**src/weighted_tensor_accumulate_macros.svh**
```systemverilog
// Assertion macros shared by the aggregation block.
`ifndef WEIGHTED_TENSOR_ACCUMULATE_MACROS_SVH
`define WEIGHTED_TENSOR_ACCUMULATE_MACROS_SVH

`ifndef ASSERT_OFF
`define ASSERT_IMPLIES(lbl, clk, rst_n, ante, cons, msg) \
  lbl: assert property (@(posedge clk) disable iff (!rst_n) (ante) |-> (cons)) \
    else $error(msg);
`define ASSERT_NEXT(lbl, clk, rst_n, ante, cons, msg) \
  lbl: assert property (@(posedge clk) disable iff (!rst_n) (ante) |=> (cons)) \
    else $error(msg);
`else
`define ASSERT_IMPLIES(lbl, clk, rst_n, ante, cons, msg)
`define ASSERT_NEXT(lbl, clk, rst_n, ante, cons, msg)
`endif

`endif

```
**src/wta_fifo.sv**
```systemverilog
`default_nettype none

`include "weighted_tensor_accumulate_macros.svh"

module wta_fifo #(
  parameter int WIDTH = 8,
  parameter int DEPTH = 4
) (
  input  wire logic                         clk,
  input  wire logic                         rst_n,
  input  wire logic                         push,
  input  wire logic [WIDTH-1:0]             wdata,
  input  wire logic                         pop,
  output logic      [WIDTH-1:0]             rdata,
  output logic      [$clog2(DEPTH+1)-1:0]   count
);

  localparam int PTR_W = (DEPTH > 1) ? $clog2(DEPTH) : 1;
  localparam int CNT_W = $clog2(DEPTH + 1);

  logic [WIDTH-1:0] mem_r [DEPTH];
  logic [PTR_W-1:0] wr_ptr_r, wr_ptr_nxt;
  logic [PTR_W-1:0] rd_ptr_r, rd_ptr_nxt;
  logic [CNT_W-1:0] count_r, count_nxt;

  always_comb begin
    wr_ptr_nxt = wr_ptr_r;
    rd_ptr_nxt = rd_ptr_r;
    count_nxt  = count_r;
    if (push) begin
      wr_ptr_nxt = (wr_ptr_r == PTR_W'(DEPTH - 1)) ? '0 : wr_ptr_r + 1'b1;
    end
    if (pop) begin
      rd_ptr_nxt = (rd_ptr_r == PTR_W'(DEPTH - 1)) ? '0 : rd_ptr_r + 1'b1;
    end
    if (push && !pop) begin
      count_nxt = count_r + 1'b1;
    end else if (pop && !push) begin
      count_nxt = count_r - 1'b1;
    end
  end

  always_ff @(posedge clk) begin
    if (!rst_n) begin
      wr_ptr_r <= '0;
      rd_ptr_r <= '0;
      count_r  <= '0;
    end else begin
      wr_ptr_r <= wr_ptr_nxt;
      rd_ptr_r <= rd_ptr_nxt;
      count_r  <= count_nxt;
    end
  end

  always_ff @(posedge clk) begin
    if (push) begin
      mem_r[wr_ptr_r] <= wdata;
    end
  end

  assign rdata = mem_r[rd_ptr_r];
  assign count = count_r;

  `ASSERT_IMPLIES(a_fifo_no_overflow, clk, rst_n, push && !pop, count_r != CNT_W'(DEPTH), "word pushed into a full queue")
  `ASSERT_IMPLIES(a_fifo_no_underflow, clk, rst_n, pop, count_r != '0, "word popped from an empty queue")

endmodule

`default_nettype wire

```
**config.mk**
```make
export PLATFORM = sky130hd
export DESIGN_NAME = wta_fifo
export DESIGN_NICKNAME = d
export VERILOG_FILES = /design/src/wta_fifo.sv
export VERILOG_INCLUDE_DIRS = /design/src /design/src/src
export SDC_FILE = /design/constraint.sdc
export NUM_CORES = 1
export LEC_CHECK = 0
export CAP_MARGIN = 20
export CORE_UTILIZATION = 35
export DETAILED_ROUTE_END_ITERATION = 16
export DONT_BUFFER_PORTS = 1
export HOLD_SLACK_MARGIN = 0.1
export PLACE_DENSITY = 0.56
export SYNTH_ARGS = -nofsm -noshare
export SYNTH_HDL_FRONTEND = slang
export SYNTH_SLANG_ARGS = --single-unit
```
**constraint.sdc**
```tcl
create_clock -name clk -period 1.6 [get_ports clk]
set_clock_uncertainty 0.15 [all_clocks]
set_input_delay 0.32 -clock clk [delete_from_list [all_inputs] [get_ports clk]]
set_output_delay 0.32 -clock clk [all_outputs]
set_load 0.03 [all_outputs]
```
==> flow_summary.toml <==
[run_status]
status = "complete, but fails checks"
violations = "setup timing"

[detailed_routing]
dr.pass1.iters = 4
via_count = 762
routed_wl_um = 2502
antenna_left = 0
vias_per_cell = 4.733
wl_per_cell_um = 15.54
drt_iter0_markers = 10
drc = 0

[synthesis]
synth-seq-cells = 41
synth_nets = 103
yosys-top-cells-area = "edfxtp_1 (60%), dfxtp_1 (11%), mux4_2 (11%), ha_1 (4.7%), mux2i_1 (2.5%)"
yosysWarnings = 0
syn_inst = 84
synth_area_leader_cell = "edfxtp_1"
synth.avg_cell_area_um2 = 19.08
syn_area_um2 = 1603
async_reset_ff_share_pct = 0
synth_top_area_share_pct = 59.95
ys_seq_area_share_pct = 71.19
synth_edf_count = 32
yosysUniqueCellTypes = 19
synth-main-ff-cell = "edfxtp_1"

[floorplanning]
fp.dieW_um = 69.67
io_pins = 23
initial_core_util_pct = 36.56
die_area_um2 = 4854
die_h_um = 69.67
rows = 24
core_um2 = 4384

[clock_tree]
cts_root_buf = "clkbuf_8"
clk_latency_ns = 0.28
clockBufferDepth = 2
cts_buffers = 5
cts_tree = "built"
path_clk_slew_ns = 0.08
clock-sinks = 41
h-tree-depth = 2

[layout]
syn2layout_area_growth_pct = 23.11
layout_common_cells = "edfxtp_1 (32), dlygate4sd3_1 (10), mux4_2 (8), dfxtp_1 (8), buf_4 (7)"
stdcell_count = 161
layout_commonest_cell = "edfxtp_1"
n_antenna_cell = 0
num-nets-final = 127
final_area_um2 = 1973
layout-drive-gt1-share_pct = 26.61

[sta]
fmax_mhz = 539.0
finalWorstSetupSlack_ns = -0.2553
tightestPinTransition_ns = 0.3460
hold_ws_ns = 0.1139
rsz0062_at_grt = "true"
period_needed_ns = 1.855
hold_viol = 0
setup_viol = 8
timing.final.crit_share_pct = 116.0
slew_violations = 0
slew_headroom_pct = 76.90

[pwr]
leakage_nw = 0.6905
powerDensity_nw_per_um2 = 1201
ir_drop_v = 0.0004988

[worst_setup_path]
r2r-start = "count[0]"
rr_endpoint = "count[2]"
arrival_ns = 1.39
path_max_fanout = 8
r2r_setup_slack_ns = 0.05
cp-start-kind = "register"
end_kind = "output pin"
critical_path_required_ns = 1.13
crit_type = "reg2out"
reg2reg_depth = 4

[global_route]
grt_max_degree = 14
grt.busiest_layer = "met2"
use_met2_pct = 20.50
antenna_found_initial = 0
gr-total-overflow = 0
grt_pass1_wl_um = 4278
met1_usage_pct = 13.45
grt_pass1_vias = 863
grt_usage_pct = 12.02
met3_usage_pct = 3.924

[hold_path]
hold_path.class = "in2reg"
min_to = "rd_ptr_r[1]"
whs_path_depth = 2
min_from = "pop"

[placed_design]
place_hpwl_um = 1640
io_buffers = 0
place_inst = 143
gp_congestion = 0.6632
placed_area_um2 = 1762
place_worst_setup_slack_ns = -0.1310

[flow_run]
maxCapViolations = 0
## critical path, stage by stage, from the launching register on
cell and delay [ns]:
dfxtp_2 0.34, buf_12 0.13, mux4_2 0.62
## logic make-up after synthesis
family	after synthesis	share of synthesized area (%)
AND/OR/NAND/NOR	13	4.840
buffers and inverters	6	1.951
AO/OA/AOI/OAI	3	1.249
multiplexers	12	13.74
flip-flops	41	71.19
XOR/XNOR	2	1.093
adder cells (fa/ha/maj)	7	5.933
## area by class of cell
cell class / count / area [µm²]
clock buffers: 5 / 68.82
clock inverters: 3 / 41.29
fillers: 395 / 2411
inverters: 4 / 17.52
multi-input cells: 37 / 445.4
flip-flops and latches: 41 / 1142
well taps: 52 / 65.06
repair buffers: 19 / 192.7
## metal layers
metal / share of wire, % / routed length [µm]
met2: 52 / 1289
met4: 1.4 / 36
met3: 4.9 / 123
met5: 0 / 0
met1: 42 / 1053
## Yosys cell counts (4+ instances only)
library cell and n:
mux4_2 8, ha_1 6, mux2i_1 4, and2_1 5, edfxtp_1 32, inv_1 4
dfxtp_1 9, nor2b_1 5
## through the flow
stage | power [mW] | setup TNS (ns) | util [%]
finish | 2.369 | -1.973 | 45.01
floorplan | 1.490 | -0.04588 | -
global route | 2.473 | -2.360 | 45.01
global placement | 1.559 | -0.05507 | 40.18
detailed placement | 1.566 | -0.1310 | 40.18
CTS | 2.397 | -2.149 | 45.01
## flip-flops by register name, indices dropped and copies added, names as in the netlist, named ones only
signal	cells
count	3
mem_r	32
rd_ptr_r	2
wr_ptr_r	2
## power by group
part	switching (mW)	leakage (nW)	internal (mW)
logic	0.177	0.270	0.143
clock network	0.342	0.0518	0.459
registers	0.0371	0.369	1.21
## worst max path at each step
stage / startpoint / endpoint / slack (ns) / cells after the start
2_1_floorplan: pop / count[2] / -0.05 / 7
3_3_place_gp: pop / count[2] / -0.06 / 7
3_5_place_dp: pop / count[2] / -0.13 / 7
4_1_cts: register / rdata[6] / -0.28 / 2
5_1_grt: register / rdata[6] / -0.30 / 2
6_report: register / rdata[6] / -0.26 / 2
## repair_timing
| action | in CTS | in global routing |
|---|---|---|
| hold buffers | 10 | 0 |
| resized for setup | 1 | 0 |
| buffers inserted | 0 | 0 |
| hold endpoints to repair | 41 | 0 |
| endpoints found under the setup margin | 8 | 8 |
Note: power is estimated with default switching activity, not from simulation.
